[config.mk]
export PLATFORM = sky130hd
export DESIGN_NAME = efp_ctrl
export DESIGN_NICKNAME = d
export VERILOG_FILES = /design/src/rtl/efp_pkg.sv /design/src/rtl/efp_ctrl.sv
export SDC_FILE = /design/constraint.sdc
export NUM_CORES = 1
export LEC_CHECK = 0
export ABC_AREA = 1
export BUFFER_PORTS_ARGS = -buffer_cell sky130_fd_sc_hd__buf_2
export CAP_MARGIN = 10
export CORE_AREA = 5 5 46 48
export CTS_CLUSTER_SIZE = 30
export DETAILED_ROUTE_END_ITERATION = 6
export DIE_AREA = 0 0 51 53
export PLACE_DENSITY = 0.72
export SYNTH_ARGS = -nofsm -noshare
export SYNTH_HDL_FRONTEND = slang
export SYNTH_SLANG_ARGS = --single-unit
[constraint.sdc]
create_clock -name i_clk -period 1.8 [get_ports i_clk]
set_input_delay 0.27 -clock i_clk [delete_from_list [all_inputs] [get_ports i_clk]]
set_output_delay 0.27 -clock i_clk [all_outputs]
set_load 0.02 [all_outputs]
[src/rtl/efp_pkg.sv]
// Shared types and constants for the escape-time fractal pixel block.
package efp_pkg;

    localparam int IN_W       = 10;   // column / row field width
    localparam int CNT_W      = 16;   // iteration count, colour scale registers
    localparam int COL_W      = 16;   // RGB565 word
    localparam int ORG_W      = 40;   // x_left / y_start, signed Q4.36
    localparam int STEP_W     = 37;   // step_x / step_y, unsigned Q1.36
    localparam int CFG_IDX_W  = 3;
    localparam int CFG_DATA_W = 40;
    localparam int S_TDATA_W  = 24;
    localparam int M_TDATA_W  = 56;
    localparam int CH_W       = 8;    // one colour channel before packing
    localparam int NUM_W      = 24;   // channel numerator, x * 255

    localparam logic [CFG_IDX_W-1:0] CFG_MAX_ITER    = 3'd0;
    localparam logic [CFG_IDX_W-1:0] CFG_COLOR_FLOOR = 3'd1;
    localparam logic [CFG_IDX_W-1:0] CFG_X_LEFT      = 3'd2;
    localparam logic [CFG_IDX_W-1:0] CFG_Y_START     = 3'd3;
    localparam logic [CFG_IDX_W-1:0] CFG_STEP_X      = 3'd4;
    localparam logic [CFG_IDX_W-1:0] CFG_STEP_Y      = 3'd5;

    localparam logic [CNT_W-1:0]  MAX_ITER_RST    = 16'd300;
    localparam logic [CNT_W-1:0]  COLOR_FLOOR_RST = 16'd37;
    localparam logic [ORG_W-1:0]  X_LEFT_RST      = 40'hD8_0000_0000;  // -2.5
    localparam logic [ORG_W-1:0]  Y_START_RST     = 40'hE8_0000_0000;  // -1.5
    localparam logic [STEP_W-1:0] STEP_X_RST      = 37'd861686228;
    localparam logic [STEP_W-1:0] STEP_Y_RST      = 37'd862587574;

    // Control for one partial-product multiplier lane
    typedef struct packed {
        logic       clr;
        logic       mul_en;
        logic [1:0] mul_k;
        logic       acc_en;
        logic [1:0] acc_k;
        logic       fin;
    } t_mul_cmd;

    typedef struct packed {
        logic       load_in;
        logic       c_mul;
        logic       c_add;
        logic       mag;
        t_mul_cmd   mul;
        logic       upd;
        logic       col_set;
        logic       div_en;
        logic [2:0] div_k;
        logic       out_load;
    } t_cmd;

    typedef struct packed {
        logic n_lt_max;
        logic escape;
    } t_sts;

endpackage

[src/rtl/efp_ctrl.sv]
// Sequencer for the escape-time pixel: coordinate setup, iteration loop, colour divide, output.
module efp_ctrl (
    input  logic          i_clk,
    input  logic          i_rst_n,
    input  logic          i_s_tvalid,
    output logic          o_s_tready,
    output logic          o_m_tvalid,
    input  logic          i_m_tready,
    input  efp_pkg::t_sts i_sts,
    output efp_pkg::t_cmd o_cmd
);
    import efp_pkg::*;

    localparam logic [3:0] S_IDLE = 4'd0;
    localparam logic [3:0] S_CMUL = 4'd1;
    localparam logic [3:0] S_CADD = 4'd2;
    localparam logic [3:0] S_MAG  = 4'd3;
    localparam logic [3:0] S_MUL  = 4'd4;
    localparam logic [3:0] S_FIN  = 4'd5;
    localparam logic [3:0] S_UPD  = 4'd6;
    localparam logic [3:0] S_CSET = 4'd7;
    localparam logic [3:0] S_DIV  = 4'd8;
    localparam logic [3:0] S_OUT  = 4'd9;

    localparam logic [2:0] MUL_LAST = 3'd4;  // four products, one drain into the accumulator
    localparam logic [2:0] DIV_LAST = 3'd7;

    logic [3:0] r_state;
    logic [3:0] n_state;
    logic [2:0] r_step;
    logic [2:0] n_step;
    logic       r_out_valid;
    logic       n_out_valid;

    always_comb begin
        o_cmd   = '0;
        n_state = r_state;
        n_step  = r_step;
        unique case (r_state)
            S_IDLE: begin
                if (i_s_tvalid) begin
                    o_cmd.load_in = 1'b1;
                    n_state       = S_CMUL;
                end
            end
            S_CMUL: begin
                o_cmd.c_mul = 1'b1;
                n_state     = S_CADD;
            end
            S_CADD: begin
                o_cmd.c_add = 1'b1;
                n_state     = S_MAG;
            end
            S_MAG: begin
                if (i_sts.n_lt_max) begin
                    o_cmd.mag     = 1'b1;
                    o_cmd.mul.clr = 1'b1;
                    n_step        = '0;
                    n_state       = S_MUL;
                end else begin
                    n_state = S_CSET;
                end
            end
            S_MUL: begin
                o_cmd.mul.mul_en = !r_step[2];
                o_cmd.mul.mul_k  = r_step[1:0];
                o_cmd.mul.acc_en = (r_step != '0);
                o_cmd.mul.acc_k  = r_step[1:0] - 2'd1;
                if (r_step == MUL_LAST) begin
                    n_state = S_FIN;
                end else begin
                    n_step = r_step + 3'd1;
                end
            end
            S_FIN: begin
                o_cmd.mul.fin = 1'b1;
                n_state       = S_UPD;
            end
            S_UPD: begin
                if (i_sts.escape) begin
                    n_state = S_CSET;
                end else begin
                    o_cmd.upd = 1'b1;
                    n_state   = S_MAG;
                end
            end
            S_CSET: begin
                o_cmd.col_set = 1'b1;
                n_step        = '0;
                n_state       = S_DIV;
            end
            S_DIV: begin
                o_cmd.div_en = 1'b1;
                o_cmd.div_k  = DIV_LAST - r_step;
                if (r_step == DIV_LAST) begin
                    n_state = S_OUT;
                end else begin
                    n_step = r_step + 3'd1;
                end
            end
            S_OUT: begin
                if (!r_out_valid || i_m_tready) begin
                    o_cmd.out_load = 1'b1;
                    n_state        = S_IDLE;
                end
            end
            default: begin
                n_state = S_IDLE;
            end
        endcase
    end

    always_comb begin
        if (o_cmd.out_load) begin
            n_out_valid = 1'b1;
        end else if (i_m_tready) begin
            n_out_valid = 1'b0;
        end else begin
            n_out_valid = r_out_valid;
        end
    end

    always_ff @(posedge i_clk) begin
        if (!i_rst_n) begin
            r_state     <= S_IDLE;
            r_step      <= '0;
            r_out_valid <= 1'b0;
        end else begin
            r_state     <= n_state;
            r_step      <= n_step;
            r_out_valid <= n_out_valid;
        end
    end

    assign o_s_tready = (r_state == S_IDLE);
    assign o_m_tvalid = r_out_valid;

    a_accept_starts: assert property (@(posedge i_clk) disable iff (!i_rst_n)
        (i_s_tvalid && o_s_tready) |=> (r_state == S_CMUL))
        else $error("accepted pixel did not start coordinate setup");

    a_result_held: assert property (@(posedge i_clk) disable iff (!i_rst_n)
        (r_state == S_OUT && r_out_valid && !i_m_tready)
            |=> (r_state == S_OUT && r_out_valid))
        else $error("finished pixel lost while output stalled");

endmodule

==> flow_summary.json, run 1 <==
{
  "top_layer_used": "met4",
  "crit_chain": "inv_2 > nand2_2 > nor4_1 > buf_2",
  "yosys.area_share.simple_pct": 56.1,
  "grt_util_all_layers_pct": 12.8,
  "gr-total-overflow": 0,
  "synth.net_count": 123,
  "die_w_um": 51,
  "power_switching_share_pct": 55.6,
  "synth_edf_count": 0,
  "crit_slowest_cell": "dfxtp_1",
  "vias_per_cell": 4.80,
  "power.density_nw_per_um2": 1660,
  "tns_ns": 0,
  "grt_max_degree": 8,
  "p_leak_nw": 0.478,
  "worstSetupStartpoint": "r_state[2]",
  "ys_async_sr_fraction_pct": 0,
  "cts.sink_count": 8,
  "drive_gt1_share_pct": 37.6,
  "crit_end": "o_cmd[0]",
  "fp.dieH_um": 53,
  "start_util_pct": 42.3,
  "synth_area_leaders": "dfxtp_1 (23%), nor2_1 (13%), nand2_1 (11%), inv_1 (6.9%), nor2_2 (6.2%)",
  "synth_top_area_share_pct": 22.7,
  "cp.required_ns": 1.53,
  "pwr-share-comb_pct": 66.0,
  "min_path_type": "input pin to flip-flop",
  "num-fill-cells": 183,
  "route.met3.wl_um": 116,
  "multi_input_area_um2": 460,
  "wl_per_cell_um": 10.6,
  "rr_worst_depth": 9,
  "maxCapViolCount": 0,
  "relSlewSlack_pct": 78.5,
  "critical_path.startpoint_type": "flip-flop",
  "finalNetCount": 152,
  "final-hold-violation-count": 0,
  "peakVddDrop_v": 0.000768,
  "critical_path_class": "flip-flop to primary output",
  "intPower_w": 0.000637,
  "skew_ns": 0.0107,
  "synthToLayoutAreaGrowth_pct": 22.5,
  "cts-root-buf": "clkbuf_4",
  "io_buffers": 26,
  "pin_count": 27,
  "synth_cell_type_count": 20,
  "rr_endpoint": "r_step[1]",
  "core_area_um2": 1670,
  "synth_top_area_cell": "dfxtp_1",
  "place_hpwl_um": 1420,
  "finalSetupViolCount": 0,
  "ys_seq_area_share_pct": 22.7,
  "ctsResizeCount": 0,
  "drc": 0,
  "synth_most_common_cell": "nor2_1",
  "grt_first_pass_wirelength_um": 2640,
  "dr.pass1.iters": 2,
  "finalCritPeriodShare_pct": 90.8,
  "clock_latency_ns": 0.26,
  "synth_area_per_cell_um2": 6.20,
  "rr_startpoint": "r_step[0]",
  "cts_buffers": 3,
  "wl_met2_um": 787,
  "htreeDepth": 1,
  "synthMuxAreaShare_pct": 0,
  "yosys_warnings": 0,
  "synth_seq_cells": 8,
  "dr.first_iter.drc_count": 8,
  "worstSetupEndpointType": "primary output",
  "gp_congestion": 0.949,
  "synthCells": 114,
  "ctsHoldBuffers": 0,
  "outcome": "finished clean",
  "clk_pin_slew_worst_paths_ns": 0.06,
  "cts_setup_buffers": 0,
  "r2r_setup_slack_ns": 0.49,
  "synthAdderAreaFrac_pct": 5.31,
  "insertedDiodeCount": 0,
  "ant_nets": 0,
  "slew_viol_final": 0,
  "synth_ff_type": "dfxtp_1",
  "netlist_area_um2": 707,
  "worstPathArrival_ns": 1.36,
  "hold_depth": 3,
  "cp_slowest_stage_delay_ns": 0.37,
  "synth_top_family_by_area": "simple AND/OR/NAND/NOR gates",
  "grt_pass1_vias": 666,
  "fmax_mhz": 612,
  "dieArea_um2": 2700,
  "cts_tree": "done",
  "p_sw_w": 0.000796,
  "ys_top_cells_by_count": "nor2_1 (24), nand2_1 (21), inv_1 (13)",
  "pwr-share-seq_pct": 24.1,
  "worst_pin_slew_ns": 0.320,
  "grt_setup_unrepaired": "no",
  "wl_met1_um": 755,
  "core.rowCount": 15,
  "final_util_pct": 51.8,
  "synth_compound_area_share_pct": 3.72,
  "synthXorXnorAreaFrac_pct": 0,
  "p_clk_share_pct": 9.9,
  "antenna_found_initial": 0,
  "cts.path.max_buffers": 2,
  "cp_max_fo": 4,
  "drt-total-wl_um": 1670,
  "vias": 759,
  "fin_crit_ns": 1.63,
  "area.sequential_um2": 160
}
-- routing by layer --
metal / track usage [%] / vias up
met3: 3.10 / 2
met2: 23.6 / 22
met1: 14.8 / 331
li1: - / 404
met5: 0 / -
met4: 2.69 / 0
-- cell families after synthesis --
kind of cell               after synthesis
buffers and inverters                   21
DFF                                      8
AOI/OAI and AO/OA                        5
adders and majority gates                3
and+or+nand+nor                         77
-- through the flow --
step	power, W	instances	cell area (µm²)	setup slack [ns]	hold slack (ns)
floorplan	0.00108	114	707	0.156	0.390
global placement	0.00128	155	843	0.467	0.550
detailed placement	0.00130	155	843	0.451	0.553
CTS	0.00145	158	866	0.161	0.280
global route	0.00157	158	866	0.0727	0.279
finish	0.00143	158	866	0.166	0.283
-- cell type report --
class	count	share of cell area [%]
multi-input cells	85	53.2
flip-flops and latches	8	18.5
repair buffers	26	15.0
inverters	19	8.24
clock buffers	3	2.60
well taps	17	2.46
-- how the worst min path moves through the flow --
stage | slack [ns] | startpoint | to
5_1_grt | 0.28 | i_rst_n | r_step[0]
6_report | 0.28 | i_rst_n | r_step[0]
3_3_place_gp | 0.55 | i_rst_n | r_step[0]
4_1_cts | 0.28 | i_rst_n | r_step[0]
2_1_floorplan | 0.39 | i_rst_n | r_step[2]
3_5_place_dp | 0.55 | i_rst_n | r_step[0]
-- registers in the layout, summed over array words and instances, names as in the netlist --
register,cells
r_step,3
r_state,4
o_m_tvalid,1
-- critical path: cells and delay by family (launching register included) --
family / cells / cell delay (ns)
DFF: 1 / 0.37
and+or+nand+nor: 2 / 0.38
buffers and inverters: 2 / 0.35
-- power by group through the flow --
stage / sequential (W) / combinational [W] / clock, W
2_1_floorplan: 0.000329 / 0.000749 / 0
3_3_place_gp: 0.000341 / 0.000944 / 0
3_5_place_dp: 0.000348 / 0.000953 / 0
4_1_cts: 0.000344 / 0.000956 / 0.000145
5_1_grt: 0.000354 / 0.00106 / 0.000158
6_report: 0.000346 / 0.000945 / 0.000142
-- cell usage in the layout, fill, tap and decap left out --
| cell | n |
|---|---|
| nor2_2 | 7 |
| nor2_4 | 2 |
| nand3_1 | 6 |
| clkinv_1 | 1 |
| nor3_1 | 4 |
| nor2_1 | 24 |
| nand2_2 | 5 |
| nand2_4 | 3 |
| nand3_2 | 1 |
| a21oi_1 | 4 |
| buf_2 | 26 |
| inv_2 | 5 |
| nand2_1 | 21 |
| nor4_1 | 1 |
| dfxtp_1 | 8 |
| nand3_4 | 1 |
| clkbuf_4 | 3 |
| inv_1 | 13 |
| ha_1 | 3 |
| a31oi_1 | 1 |
| nand4_1 | 2 |
Power figures use the tool's default switching activity.
==> run 2: changes to the inputs <==
--- a/config.mk
+++ b/config.mk
@@ -8,11 +8,11 @@
 export ABC_AREA = 1
 export BUFFER_PORTS_ARGS = -buffer_cell sky130_fd_sc_hd__buf_2
 export CAP_MARGIN = 10
-export CORE_AREA = 5 5 46 48
+export CORE_AREA = 5 5 45 47
 export CTS_CLUSTER_SIZE = 30
 export DETAILED_ROUTE_END_ITERATION = 6
-export DIE_AREA = 0 0 51 53
-export PLACE_DENSITY = 0.72
+export DIE_AREA = 0 0 50 52
+export PLACE_DENSITY = 0.75
 export SYNTH_ARGS = -nofsm -noshare
 export SYNTH_HDL_FRONTEND = slang
 export SYNTH_SLANG_ARGS = --single-unit
==> flow_summary.json, run 2 (synthesis results as in run 1) <==
{
  "vias": 774,
  "drt-total-wl_um": 1780,
  "fp.dieH_um": 52,
  "rr_endpoint": "r_step[1]",
  "min_path_type": "input pin to flip-flop",
  "finalCritPeriodShare_pct": 91.0,
  "clk_pin_slew_worst_paths_ns": 0.05,
  "dr.pass1.iters": 4,
  "htreeDepth": 1,
  "p_leak_nw": 0.478,
  "relSlewSlack_pct": 78.3,
  "critical_path_class": "flip-flop to primary output",
  "drc": 0,
  "grt_setup_unrepaired": "no",
  "core.rowCount": 15,
  "gr-total-overflow": 0,
  "cts.path.max_buffers": 2,
  "largest_reg_flops": 4,
  "num-fill-cells": 165,
  "grt_util_all_layers_pct": 14.3,
  "wl_per_cell_um": 11.3,
  "die_w_um": 50,
  "crit_slowest_cell": "dfxtp_1",
  "intPower_w": 0.000637,
  "cp_slowest_stage_delay_ns": 0.37,
  "fmax_mhz": 610,
  "grt_pass1_vias": 703,
  "gp_congestion": 0.923,
  "r2r_setup_slack_ns": 0.49,
  "fin_crit_ns": 1.64,
  "cts_setup_buffers": 0,
  "worstPathArrival_ns": 1.37,
  "cp.required_ns": 1.53,
  "io_buffers": 26,
  "dieArea_um2": 2600,
  "grt_first_pass_wirelength_um": 2870,
  "cts_buffers": 3,
  "core_area_um2": 1610,
  "place_hpwl_um": 1520,
  "ant_nets": 0,
  "whs_endpoint": "r_step[0]",
  "ctsHoldBuffers": 0,
  "hold_depth": 3,
  "ctsResizeCount": 0,
  "dr.first_iter.drc_count": 13,
  "power.density_nw_per_um2": 1670,
  "start_util_pct": 43.8,
  "peakVddDrop_v": 0.000878,
  "dp_worst_setup_slack_ns": 0.446,
  "regMostFlops": "r_state",
  "slew_viol_final": 0,
  "final-hold-violation-count": 0,
  "finalNetCount": 152,
  "critical_path.startpoint_type": "flip-flop",
  "crit_chain": "inv_2 > nand2_2 > nor4_1 > buf_2",
  "rr_worst_depth": 9,
  "outcome": "finished clean",
  "insertedDiodeCount": 0,
  "vias_per_cell": 4.90,
  "drive_gt1_share_pct": 37.6,
  "hp-start": "i_rst_n",
  "pin_count": 27,
  "worst_pin_slew_ns": 0.322,
  "tns_ns": 0,
  "p_sw_w": 0.000805,
  "power_switching_share_pct": 55.8,
  "worstSetupEndpointType": "primary output",
  "clock_latency_ns": 0.26,
  "cts.sink_count": 8,
  "cts_tree": "done",
  "grt_max_degree": 8,
  "synthToLayoutAreaGrowth_pct": 22.5,
  "rr_startpoint": "r_step[0]",
  "pwr-share-seq_pct": 23.7,
  "finalSetupViolCount": 0,
  "layout_common_cells": "buf_2 (26), nor2_1 (24), nand2_1 (21)",
  "maxCapViolCount": 0,
  "cts-root-buf": "clkbuf_4",
  "layout.cells.most_common": "buf_2",
  "setup_ws_ns": 0.162,
  "cp_max_fo": 4,
  "skew_ns": 0.000847,
  "pwr-share-comb_pct": 66.5,
  "antenna_found_initial": 0,
  "p_clk_share_pct": 9.8
}
==> run 2: cell counts in the layout (fill, tap and decap cells not counted) <==
Identical to the previous run, type by type.
==> run 2: per-stage QoR <==
stage / util (%) / std cells / area [µm²] / power (W) / hold WS [ns]
floorplan: - / 114 / 707 / 0.00108 / 0.390
global placement: 52.2 / 155 / 843 / 0.00129 / 0.549
detailed placement: 52.2 / 155 / 843 / 0.00132 / 0.552
CTS: 53.6 / 158 / 866 / 0.00146 / 0.281
global route: 53.6 / 158 / 866 / 0.00158 / 0.296
finish: 53.6 / 158 / 866 / 0.00144 / 0.281
==> run 2: area by class of cell <==
| type | count | area [µm²] | area share [%] |
|---|---|---|---|
| Inverter | 19 | 71.3 | 8.24 |
| Tap cell | 17 | 21.3 | 2.46 |
| Timing Repair Buffer | 26 | 130 | 15.0 |
| Clock buffer | 3 | 22.5 | 2.60 |
| Multi-Input combinational cell | 85 | 460 | 53.2 |
| Sequential cell | 8 | 160 | 18.5 |
==> run 2: worst max-delay path by stage <==
stage                from   endpoint  slack [ns]  depth (start not counted)
3_3_place_gp   r_state[2]   o_cmd[0]        0.48                          4
3_5_place_dp   r_state[2]   o_cmd[0]        0.45                          4
5_1_grt        r_state[1]  o_cmd[14]        0.06                          3
2_1_floorplan  r_state[1]  o_cmd[15]        0.16                          3
6_report       r_state[2]   o_cmd[0]        0.16                          4
4_1_cts        r_state[2]   o_cmd[0]        0.14                          4
==> run 2: critical path, delay by kind of cell, from the launching register on <==
| kind | cells | cell delay (ns) |
|---|---|---|
| flip-flops | 1 | 0.37 |
| buffers and inverters | 2 | 0.35 |
| AND/OR/NAND/NOR | 2 | 0.39 |
==> run 2: metal layers <==
layer	GRT usage (%)	wire length, µm
met2	24.3	825
met5	0	0
met4	6.11	43
met3	5.44	146
met1	15.7	768
==> run 2: power by group through the flow <==
stage               Sequential, W  Combinational, W  Clock, W
detailed placement       0.000347          0.000973         0
finish                   0.000342          0.000960  0.000141
global placement         0.000343          0.000945         0
global route             0.000357           0.00107  0.000154
floorplan                0.000329          0.000749         0
CTS                      0.000342          0.000975  0.000143
